File: src/hdl/rmts_pkg.sv
// Package: shared constants, register codes and the result record of the tick scheduler.
package rmts_pkg;

   localparam int MAX_TASKS_DEFAULT = 4;

   localparam int CSR_IDX_W  = 3;
   localparam int CSR_DATA_W = 32;
   localparam int COUNT_W    = 3;
   localparam int PERIOD_W   = 16;
   localparam int BUDGET_W   = 16;
   localparam int TIME_W     = 32;
   localparam int TASK_NUM_W = 3;

   localparam logic [CSR_IDX_W-1:0] CSR_TASK_COUNT = 3'd0;
   localparam logic [CSR_IDX_W-1:0] CSR_TASK_ZERO  = 3'd1;
   localparam logic [CSR_IDX_W-1:0] CSR_TASK_ONE   = 3'd2;
   localparam logic [CSR_IDX_W-1:0] CSR_TASK_TWO   = 3'd3;
   localparam logic [CSR_IDX_W-1:0] CSR_TASK_THREE = 3'd4;

   typedef struct packed {
      logic                  idle;
      logic [TASK_NUM_W-1:0] task_number;
      logic [TIME_W-1:0]     tick_time;
   } rmts_result_type;

endpackage

File: src/hdl/rmts_sched.sv
// Scheduler core: task registers, per-slot phase and budget state, grant selection.
module rmts_sched #(
   parameter int MAX_TASKS = rmts_pkg::MAX_TASKS_DEFAULT
) (
   input  logic                             clock,
   input  logic                             reset,
   input  logic                             csr_we,
   input  logic [rmts_pkg::CSR_IDX_W-1:0]   csr_index,
   input  logic [rmts_pkg::CSR_DATA_W-1:0]  csr_data,
   input  logic                             push,
   input  logic                             restart,
   output rmts_pkg::rmts_result_type        result
);
   import rmts_pkg::*;

   localparam logic [COUNT_W-1:0] MAX_CNT = COUNT_W'(MAX_TASKS);

   logic [COUNT_W-1:0]                     count_ff;
   logic [COUNT_W-1:0]                     count_eff;
   logic [MAX_TASKS-1:0][CSR_DATA_W-1:0]   task_ff;
   logic [MAX_TASKS-1:0][BUDGET_W-1:0]     work_ff;
   logic [MAX_TASKS-1:0][BUDGET_W-1:0]     work_in;
   logic [MAX_TASKS-1:0][PERIOD_W-1:0]     phase_ff;
   logic [MAX_TASKS-1:0][PERIOD_W-1:0]     phase_in;
   logic [MAX_TASKS-1:0][PERIOD_W-1:0]     period;
   logic [MAX_TASKS-1:0][BUDGET_W-1:0]     work_eff;
   logic [MAX_TASKS-1:0]                   active;
   logic [MAX_TASKS-1:0]                   cand;
   logic [MAX_TASKS-1:0]                   grant;
   logic [TIME_W-1:0]                      time_ff;
   logic [TIME_W-1:0]                      time_now;
   logic                                   found;
   logic [PERIOD_W-1:0]                    best_period;
   logic [TASK_NUM_W-1:0]                  best_num;

   always_ff @(posedge clock) begin
      if (reset) begin
         count_ff <= '0;
      end else if (csr_we && csr_index == CSR_TASK_COUNT) begin
         count_ff <= csr_data[COUNT_W-1:0];
      end
   end

   assign count_eff = (count_ff > MAX_CNT) ? MAX_CNT : count_ff;
   assign time_now  = restart ? '0 : time_ff;

   for (genvar s = 0; s < MAX_TASKS; s++) begin : g_slot
      logic [PERIOD_W-1:0] phase_eff;
      logic [PERIOD_W:0]   phase_inc;

      always_ff @(posedge clock) begin
         if (reset) begin
            task_ff[s] <= '0;
         end else if (csr_we && csr_index == CSR_IDX_W'(CSR_TASK_ZERO + s)) begin
            task_ff[s] <= csr_data;
         end
      end

      assign period[s]   = task_ff[s][CSR_DATA_W-1:BUDGET_W];
      assign active[s]   = (COUNT_W'(s) < count_eff) && (period[s] != '0);
      assign phase_eff   = restart ? '0 : phase_ff[s];
      assign work_eff[s] = (phase_eff == '0) ? task_ff[s][BUDGET_W-1:0] : work_ff[s];
      assign cand[s]     = active[s] && (work_eff[s] != '0);
      assign phase_inc   = {1'b0, phase_eff} + (PERIOD_W+1)'(1);

      always_comb begin
         if (!active[s]) begin
            work_in[s]  = '0;
            phase_in[s] = '0;
         end else begin
            work_in[s]  = grant[s] ? work_eff[s] - BUDGET_W'(1) : work_eff[s];
            phase_in[s] = (phase_inc >= {1'b0, period[s]}) ? '0 : phase_inc[PERIOD_W-1:0];
         end
      end

      always_ff @(posedge clock) begin
         if (reset) begin
            work_ff[s]  <= '0;
            phase_ff[s] <= '0;
         end else if (push) begin
            work_ff[s]  <= work_in[s];
            phase_ff[s] <= phase_in[s];
         end
      end
   end

   always_comb begin
      found       = 1'b0;
      best_period = '0;
      best_num    = '0;
      grant       = '0;
      for (int i = 0; i < MAX_TASKS; i++) begin
         if (cand[i] && (!found || period[i] < best_period)) begin
            found       = 1'b1;
            best_period = period[i];
            best_num    = TASK_NUM_W'(i + 1);
            grant       = '0;
            grant[i]    = 1'b1;
         end
      end
   end

   always_ff @(posedge clock) begin
      if (reset) begin
         time_ff <= '0;
      end else if (push) begin
         time_ff <= time_now + TIME_W'(1);
      end
   end

   assign result.idle        = !found;
   assign result.task_number = best_num;
   assign result.tick_time   = time_now;

   a_grant_onehot: assert property (@(posedge clock) disable iff (reset)
      $onehot0(grant))
      else $error("more than one slot granted");

   a_time_advance: assert property (@(posedge clock) disable iff (reset)
      push && !restart |=> time_ff == $past(time_ff) + TIME_W'(1))
      else $error("tick time did not advance");

   a_grant_matches: assert property (@(posedge clock) disable iff (reset)
      found |-> grant != '0 && (grant & cand) == grant)
      else $error("granted slot has no work");

endmodule

File: src/hdl/rmts_out.sv
// Result stage: output register with a skid entry that takes one more request under stall.
module rmts_out (
   input  logic                        clock,
   input  logic                        reset,
   input  logic                        push,
   input  rmts_pkg::rmts_result_type   push_data,
   output logic                        full,
   output logic                        rsp_valid,
   input  logic                        rsp_stall,
   output rmts_pkg::rmts_result_type   rsp_data
);
   import rmts_pkg::*;

   logic            main_valid_ff;
   logic            skid_valid_ff;
   rmts_result_type main_ff;
   rmts_result_type skid_ff;
   logic            pop;

   assign pop = main_valid_ff && !rsp_stall;

   always_ff @(posedge clock) begin
      if (reset) begin
         main_valid_ff <= 1'b0;
         skid_valid_ff <= 1'b0;
      end else if (!main_valid_ff || pop) begin
         main_valid_ff <= skid_valid_ff || push;
         skid_valid_ff <= 1'b0;
      end else if (push) begin
         skid_valid_ff <= 1'b1;
      end
   end

   always_ff @(posedge clock) begin
      if (!main_valid_ff || pop) begin
         main_ff <= skid_valid_ff ? skid_ff : push_data;
      end else if (push) begin
         skid_ff <= push_data;
      end
   end

   assign full      = skid_valid_ff;
   assign rsp_valid = main_valid_ff;
   assign rsp_data  = main_ff;

   a_skid_order: assert property (@(posedge clock) disable iff (reset)
      skid_valid_ff |-> main_valid_ff)
      else $error("skid entry held without main entry");

   a_no_overrun: assert property (@(posedge clock) disable iff (reset)
      !(push && skid_valid_ff))
      else $error("request pushed into full result stage");

   a_stall_hold: assert property (@(posedge clock) disable iff (reset)
      rsp_valid && rsp_stall |=> rsp_valid && $stable(rsp_data))
      else $error("stalled response changed");

endmodule

File: src/hdl/rate_monotonic_tick_scheduler_unit.sv
// Top level: rate-monotonic tick scheduler with request, response and register channels.
//
//   channel | ports                                          | handshake
//   req     | req_valid, req_stall, req_restart              | valid & !stall
//   rsp     | rsp_valid, rsp_stall, rsp_idle,                | valid & !stall
//           | rsp_task_number, rsp_tick_time                 |
//   csr     | csr_valid, csr_ready, csr_index, csr_data      | valid & ready
//
// One request per cycle while req_stall is low; its response is registered in rmts_out.
// The grant is a four-way shortest-period compare on the slot state, done combinationally.
// Synchronous reset clears task registers, phases, budgets, time and the response stage.
// Response stall is absorbed by one skid entry; req_stall rises only when that entry is full.
// Register writes are always taken (csr_ready is held high).
module rate_monotonic_tick_scheduler_unit #(
   parameter int MAX_TASKS = rmts_pkg::MAX_TASKS_DEFAULT
) (
   input  logic                              clock,
   input  logic                              reset,
   input  logic                              req_valid,
   output logic                              req_stall,
   input  logic                              req_restart,
   output logic                              rsp_valid,
   input  logic                              rsp_stall,
   output logic                              rsp_idle,
   output logic [rmts_pkg::TASK_NUM_W-1:0]   rsp_task_number,
   output logic [rmts_pkg::TIME_W-1:0]       rsp_tick_time,
   input  logic                              csr_valid,
   output logic                              csr_ready,
   input  logic [rmts_pkg::CSR_IDX_W-1:0]    csr_index,
   input  logic [rmts_pkg::CSR_DATA_W-1:0]   csr_data
);
   import rmts_pkg::*;

   logic            req_accept;
   logic            full;
   rmts_result_type result;
   rmts_result_type rsp_data;

   assign csr_ready  = 1'b1;
   assign req_stall  = full;
   assign req_accept = req_valid && !full;

   rmts_sched #(
      .MAX_TASKS (MAX_TASKS)
   ) u_sched (
      .clock     (clock),
      .reset     (reset),
      .csr_we    (csr_valid && csr_ready),
      .csr_index (csr_index),
      .csr_data  (csr_data),
      .push      (req_accept),
      .restart   (req_restart),
      .result    (result)
   );

   rmts_out u_out (
      .clock     (clock),
      .reset     (reset),
      .push      (req_accept),
      .push_data (result),
      .full      (full),
      .rsp_valid (rsp_valid),
      .rsp_stall (rsp_stall),
      .rsp_data  (rsp_data)
   );

   assign rsp_idle        = rsp_data.idle;
   assign rsp_task_number = rsp_data.task_number;
   assign rsp_tick_time   = rsp_data.tick_time;

endmodule

File: config.mk
export PLATFORM = sky130hd
export DESIGN_NAME = rate_monotonic_tick_scheduler_unit
export DESIGN_NICKNAME = d
export VERILOG_FILES = /design/src/hdl/rmts_pkg.sv /design/src/hdl/rmts_sched.sv /design/src/hdl/rmts_out.sv /design/src/hdl/rate_monotonic_tick_scheduler_unit.sv
export SDC_FILE = /design/constraint.sdc
export NUM_CORES = 1
export LEC_CHECK = 0
export BUFFER_PORTS_ARGS = -buffer_cell sky130_fd_sc_hd__buf_4
export CORE_ASPECT_RATIO = 0.6
export CORE_MARGIN = 3
export CORE_UTILIZATION = 40
export CTS_CLUSTER_SIZE = 16
export DETAILED_ROUTE_END_ITERATION = 8
export GPL_TIMING_DRIVEN = 0
export PLACE_DENSITY = 0.6
export SLEW_MARGIN = 20
export SYNTH_ARGS = -nofsm -noshare
export SYNTH_HDL_FRONTEND = slang
export SYNTH_SLANG_ARGS = --single-unit
File: constraint.sdc
create_clock -name clock -period 24.1 [get_ports clock]
set_input_delay 0 -clock clock [delete_from_list [all_inputs] [get_ports clock]]
set_output_delay 0 -clock clock [all_outputs]
set_load 0.01 [all_outputs]
# [Word level (Yosys, flattened, before mapping)]
# Index checks and enable logic that the tools add are counted.
[totals] reg_bits=365 in_bits=41 out_inout_bits=39 elab_cells=135
[op_classes] add_sub_neg=9 n_lt_le_gt_ge=12 eq_ne=4 mux=42 n_bitwise=1 n_reduce_logical=45
[ops] operator="2-to-1 mux 16 bit" n=27
[ops] operator="nonzero test 16 bit" n=8
[ops] operator="adder 16 x 1 -> 17 bit (second input constant)" n=4
[ops] operator=">= comparator 17 x 16 -> 1 bit" n=4
[ops] operator="logical NOT 16 bit" n=4
[ops] operator="subtractor 16 x 1 -> 16 bit (second input constant)" n=4
[ops] operator="< comparator 16 bit" n=3
[ops] operator="2-to-1 mux 36 bit" n=1
[ops] operator="adder 32 x 1 -> 32 bit (second input constant)" n=1
[ops] operator="2-to-1 mux 32 bit" n=1
[ops] operator="logical AND 1 bit" n=18
[ops] operator="2-to-1 mux 3 bit" n=3
[ops] operator="logical NOT 1 bit" n=7
[ops] operator="equality test 3 x 2 -> 1 bit (second input constant)" n=2
[ops] operator="< comparator 1 x 3 -> 1 bit (first input constant)" n=2
[ops] operator="< comparator 2 x 3 -> 1 bit (first input constant)" n=2
[ops] operator="2-to-1 mux 1 bit" n=6
[ops] operator="2-to-1 mux 2 bit" n=3
[ops] operator="logical OR 1 bit" n=5
[ops] operator="2-to-1 mux 4 bit" n=1
[ops] operator="equality test 3 x 1 -> 1 bit (second input constant)" n=1
[ops] operator="equality test 3 bit (second input constant)" n=1
[ops] operator="greater-than comparator 3 bit (second input constant)" n=1
[ops] operator="logical NOT 3 bit" n=1
[ops] operator="other kinds (3)" n=3

# [Logic depth before layout (Yosys ltp)]
[logic_depth] ltp_word=20 depth_mapped=52 depth_no_buf=42

# [Cells and area by module]
# Synthesis repeated with hierarchy kept, for this count alone.
[hier_totals] cells_unflattened=2607 area_unflattened_um2=21705.8
[by_module_without_submodules] module="rmts_sched" n_inst=1 cells_each=2485 area_per_inst_um2=18869.3 seq_area_each_um2=5825.6
[by_module_without_submodules] module="rmts_out" n_inst=1 cells_each=119 area_per_inst_um2=2811.4 seq_area_each_um2=2202.1
[by_module_without_submodules] module="rate_monotonic_tick_scheduler_unit" n_inst=1 cells_each=3 area_per_inst_um2=25.0 seq_area_each_um2=0.0

# [Worst setup path after synthesis]
# Ideal clock, no wire load.
[synth_timing] kind="input -> register" from="in req_restart" to="reg u_sched.work_ff[4] (netlist name)" setup_ps=131 t_arrival_ps=10328 required_ps=23969 slack_ps=13641 cell_stages=52 path_buffers=10 cell_sequence="clkbuf_1 -> clkbuf_1 -> clkbuf_1 -> clkbuf_1 -> clkbuf_1 -> nor2b_1 -> inv_1 -> ha_1 -> nor4b_4 -> a41oi_4 -> mux2i_1 -> ha_1 -> inv_1 -> nor4b_1 -> and4_4 -> nor3_2 -> clkbuf_1 -> nand2_1 -> (+16 left out) -> a21o_1 -> clkbuf_1 -> nand2_1 -> o21ai_0 -> ha_1 -> a21o_1 -> a21oi_1 -> o21ai_0 -> a221oi_1 -> a31oi_1 -> a2111oi_2 -> o211ai_2 -> nand3_1 -> buf_2 -> buf_2 -> nor2_1 -> a221oi_1 -> o21ai_0"
[synth_via] elab_chain_len=20 word_cells_on_any_way=45 cone_classes="1 x add/sub; 3 x order compare; 20 x mux; 21 x reduce/logical"
[synth_lines] item="start, declared" line="rate_monotonic_tick_scheduler_unit.sv:21" source="input logic req_restart,"
[synth_lines] item="2-to-1 mux 16 bit" line="rmts_sched.sv:61" source="assign phase_eff = restart ? '0 : phase_ff[s];"
[synth_lines] item="logical NOT 16 bit" line="rmts_sched.sv:62" source="assign work_eff[s] = (phase_eff == '0) ? task_ff[s][BUDGET_W-1:0] : work_ff[s];"
[synth_lines] item="2-to-1 mux 16 bit" line="rmts_sched.sv:62"
[synth_lines] item="nonzero test 16 bit" line="rmts_sched.sv:63" source="assign cand[s] = active[s] && (work_eff[s] != '0);"
[synth_lines] item="logical AND 1 bit" line="rmts_sched.sv:63"
[synth_lines] item="2-to-1 mux 16 bit or 2-to-1 mux 1 bit (tied branches)" line="rmts_sched.sv:93" source="if (cand[i] && (!found || period[i] < best_period)) begin"
[synth_lines] item="< comparator 16 bit or logical NOT 1 bit (tied branches)" line="rmts_sched.sv:93"
[synth_lines] item="logical OR 1 bit" line="rmts_sched.sv:93"
[synth_lines] item="(+4 left out)"
[synth_lines] item="logical AND 1 bit" line="rmts_sched.sv:93"
[synth_lines] item="2-to-1 mux 16 bit or 2-to-1 mux 1 bit (tied branches)" line="rmts_sched.sv:93"
[synth_lines] item="< comparator 16 bit or logical NOT 1 bit (tied branches)" line="rmts_sched.sv:93"
[synth_lines] item="logical OR 1 bit" line="rmts_sched.sv:93"
[synth_lines] item="logical AND 1 bit" line="rmts_sched.sv:93"
[synth_lines] item="2-to-1 mux 4 bit" line="rmts_sched.sv:93"
[synth_lines] item="2-to-1 mux 16 bit (*)" line="rmts_sched.sv:71" source="work_in[s] = grant[s] ? work_eff[s] - BUDGET_W'(1) : work_eff[s];"
[synth_lines] item="2-to-1 mux 16 bit (*)" line="rmts_sched.sv:67" source="if (!active[s]) begin"
[synth_lines] item="end signal, assigned by index" line="rmts_sched.sv:81" source="work_ff[s] <= work_in[s];"
[synth_lines] item="end, declared" line="rmts_sched.sv:21" source="logic [MAX_TASKS-1:0][BUDGET_W-1:0] work_ff;"
# Mark *: on every way between the ends. The rest lies on a longest branch, timed or not.
# A chain may end at the register's enable or synchronous reset.

# [Worst setup path after layout]
[layout_timing] from="in req_restart" to="reg u_sched.work_ff[55] (netlist name)"
# The elaborated chain is that of the path after synthesis.

==> results.sh <==
export IMPL_report_final_slew_viol_count=0
export IMPL_hold_class="primary input to register"
export IMPL_powerDensity_nw_per_um2=59.8
export IMPL_critPathMaxFanout=10
export IMPL_ff_latch_area_um2=8030
export IMPL_die_area_um2=56400
export IMPL_syn_num_nets=2769
export IMPL_finish_net_count=2931
export IMPL_cts_sinks=365
export IMPL_endpoint_kind="register"
export IMPL_netlist_instances=2606
export IMPL_grt_max_degree=25
export IMPL_finalCriticalPeriod_ns=16.59
export IMPL_dp_hpwl_mm=60.4
export IMPL_hold_depth=4
export IMPL_finalCritPeriodShare_pct=68.8
export IMPL_ir_drop_mv=0.0560
export IMPL_antenna_found_initial=7
export IMPL_ios=80
export IMPL_area_growth_pct=16.0
export IMPL_p_int_uw=1100
export IMPL_crit_top_cell="clkbuf_1"
export IMPL_worst_setup_path_type="primary input to register"
export IMPL_seqPwrFrac_pct=43.2
export IMPL_grt_ovfl_total=0
export IMPL_rows=64
export IMPL_grt_pass1_vias=19278
export IMPL_hold_ws_ns=0.0682
export IMPL_htreeDepth=2
export IMPL_layout_drive_gt1_share_pct=8.07
export IMPL_slew_headroom_pct=16.0
export IMPL_async_reset_ff_share_pct=0
export IMPL_via_count=21058
export IMPL_max_clock_freq_mhz=60.3
export IMPL_power_leakage_uw=0.00919
export IMPL_viasPerCell=6.03
export IMPL_core_um2=51900
export IMPL_antenna_diode_count=0
export IMPL_dieHeight_um=185
export IMPL_cts_made_buffers=41
export IMPL_cp_data_arrival_time_ns=17.02
export IMPL_initial_core_util_pct=41.2
export IMPL_die_w_um=305
export IMPL_p_comb_share_pct=9.0
export IMPL_wire_per_inst_um=22.7
export IMPL_critPathSlowestCell="clkbuf_1"
export IMPL_maxCapViolCount=0
export IMPL_n_fill_cell=4986
export IMPL_drt_initial_drc_count=2704
export IMPL_synth_area_um2=21400
export IMPL_ys_warnings_count=0
export IMPL_numPortBuffers=78
export IMPL_place_inst=3381
export IMPL_cts_root_buffer="clkbuf_16"
export IMPL_gp_congestion=0.981
export IMPL_yosys_register_bits=365
export IMPL_fin_setup_tns_ns=0
export IMPL_critPathLaunchType="primary input"
export IMPL_clock_skew_ns=0.0328
export IMPL_status="complete, no violations"
export IMPL_grt_usage_pct=27.4
export IMPL_avgSynthCellArea_um2=8.21
export IMPL_p_clk_share_pct=47.8
export IMPL_clock_latency_ns=0.57
export IMPL_route_detailed_drc=0
export IMPL_power_switching_uw=384
export IMPL_synth_seq_area_share_pct=37.5
export IMPL_path_clk_slew_ns=0.06
export IMPL_wl_mm=79.2
export IMPL_setup_ws_ns=7.51
export IMPL_critPathRequiredTime_ns=24.53
export IMPL_cts_setup_buffers=0
export IMPL_worstRegToRegCells=46
export IMPL_finalSetupViolCount=0
export IMPL_synthDistinctLibCells=87
export IMPL_multi_input_area_um2=12500
export IMPL_layout_cells_non_filler=3494
export IMPL_cts_tree="yes"
export IMPL_postRouteAntennaNets=0
export IMPL_swShare_pct=25.9
export IMPL_synth_flop_cell="dfxtp_1"
export IMPL_finalHoldViolCount=0
export IMPL_cts_buffer_depth=3
export IMPL_firstDrtPassIters=6
export IMPL_worst_pin_slew_ns=1.26
export IMPL_slowest_delay_ns=0.84
export IMPL_synth_enable_flop_cells=72
export IMPL_grt_pass1_wl_mm=120
export IMPL_rsz0062_at_grt="no"
export IMPL_place_ws_ns=7.69
## power groups by stage
stage	sequential, uW	combinational [uW]	clock, uW
after floorplan	653	65.4	0
after global placement	655	121	0
after detailed placement	655	124	0
after CTS	642	130	717
after global routing	643	143	744
final	642	134	709
## layer usage
layer	global-route usage, %	wire, um	vias to the layer above
met5	0	0	-
met4	6.88	1920	0
met3	8.46	10000	133
met2	36.6	30000	1125
met1	42.0	37200	10070
li1	-	-	9730
## cells in the mapped netlist (all sizes together) (15+ instances only)
| library cell | number | area [um2] |
|---|---|---|
| nor3 | 74 | 375 |
| o211ai | 16 | 125 |
| or3 | 31 | 199 |
| o31ai | 17 | 128 |
| a221o | 15 | 150 |
| xnor2 | 55 | 482 |
| clkbuf | 120 | 450 |
| and3 | 24 | 150 |
| a31oi | 16 | 100 |
| buf | 15 | 72.6 |
| mux2i | 29 | 290 |
| nand2b | 17 | 106 |
| nand2 | 468 | 1760 |
| ha | 122 | 1530 |
| or4 | 30 | 229 |
| a21oi | 231 | 1160 |
| and2 | 17 | 106 |
| o21a | 19 | 143 |
| a32o | 20 | 200 |
| a21o | 24 | 180 |
| mux2 | 31 | 349 |
| nor2 | 177 | 664 |
| xor2 | 65 | 569 |
| nor2b | 52 | 325 |
| dfxtp | 293 | 5870 |
| edfxtp | 72 | 2160 |
| nor4 | 58 | 405 |
| a22o | 32 | 280 |
| o21ai | 104 | 521 |
| nand3 | 58 | 290 |
| inv | 104 | 390 |
| nand4 | 44 | 275 |
## cells by family (layout without fill, tap and decap cells)
logic type | after synthesis | after routing | share of synthesized area (%)
AO/OA/AOI/OAI | 590 | 590 | 18.0
multiplexers | 60 | 60 | 2.99
XOR/XNOR | 120 | 120 | 4.91
flip-flops | 365 | 365 | 37.5
buffers and inverters | 239 | 434 | 4.27
AND/OR/NAND/NOR | 1109 | 1109 | 25.2
adder cells (fa/ha/maj) | 122 | 122 | 7.14
other | 1 | 1 | 0.0175
## final cells by class
cell class / count / area share [%]
Tap cell: 693 / 3.50
Buffer: 135 / 2.13
Timing Repair Buffer: 119 / 4.11
Clock inverter: 22 / 1.41
Multi-Input combinational cell: 2002 / 50.3
Clock buffer: 54 / 4.62
Inverter: 104 / 1.57
Sequential cell: 365 / 32.4
## sequential cells by signal, summed over array words and instances (netlist names)
name / count
u_sched.period: 64
u_out.rsp_data: 36
u_sched.phase_ff: 64
u_out.rsp_valid: 1
u_sched.work_ff: 64
u_sched.count_ff: 3
u_out.full: 1
u_sched.task_ff: 64
u_out.skid_ff: 36
u_sched.time_ff: 32
## worst paths after layout
path / start / end / slack (ns)
worst max register to register: u_sched.phase_ff[0] / u_sched.work_ff[55] / 10.43
worst min register to register: u_sched.task_ff[64] / u_sched.task_ff[64] / 0.46
worst max-delay path: req_restart / u_sched.work_ff[55] / 7.51
worst min-delay path: csr_index[0] / u_sched.task_ff[64] / 0.07
## per-stage QoR
step / util, % / cell area [um2] / power [uW]
after floorplan: - / 21400 / 719
after global placement: 44.0 / 22800 / 776
after detailed placement: 44.2 / 22900 / 779
after CTS: 47.8 / 24800 / 1490
after global routing: 47.8 / 24800 / 1530
final: 47.8 / 24800 / 1480
## cell usage in the layout (no fill, tap or decap), types with 15 or more instances in the layout
cell / n
edfxtp_1: 72
dfxtp_1: 293
nand2_1: 467
dlygate4sd3_1: 37
a32o_1: 20
clkbuf_1: 122
a221o_1: 15
a21o_1: 24
o211ai_1: 15
nor2_1: 176
a22o_1: 32
o31ai_1: 16
a31oi_1: 16
xor2_1: 65
o21a_1: 19
nand3_1: 58
or3_1: 30
o21ai_0: 100
inv_1: 104
mux2i_1: 29
and3_1: 24
xnor2_1: 55
ha_1: 122
and2_1: 16
or4_1: 29
nor3_1: 72
clkbuf_16: 42
buf_4: 82
nor2b_1: 52
a21oi_1: 231
nand4_1: 44
nor4_1: 53
nand2b_1: 17
mux2_2: 31
## worst max-delay path, delay by kind of cell
kind / cells / cell delay (ns)
simple gates: 10 / 2.19
mux: 1 / 0.26
buf+inv: 14 / 6.11
fa+ha+maj: 5 / 1.48
compound gates: 23 / 6.90
## what timing repair did
item	CTS	global route
resized for setup	0	0
endpoints found under the hold margin	136	0
endpoints found under the setup margin	0	0
hold buffers	37	0
Note: power is estimated with default switching activity, not from simulation.
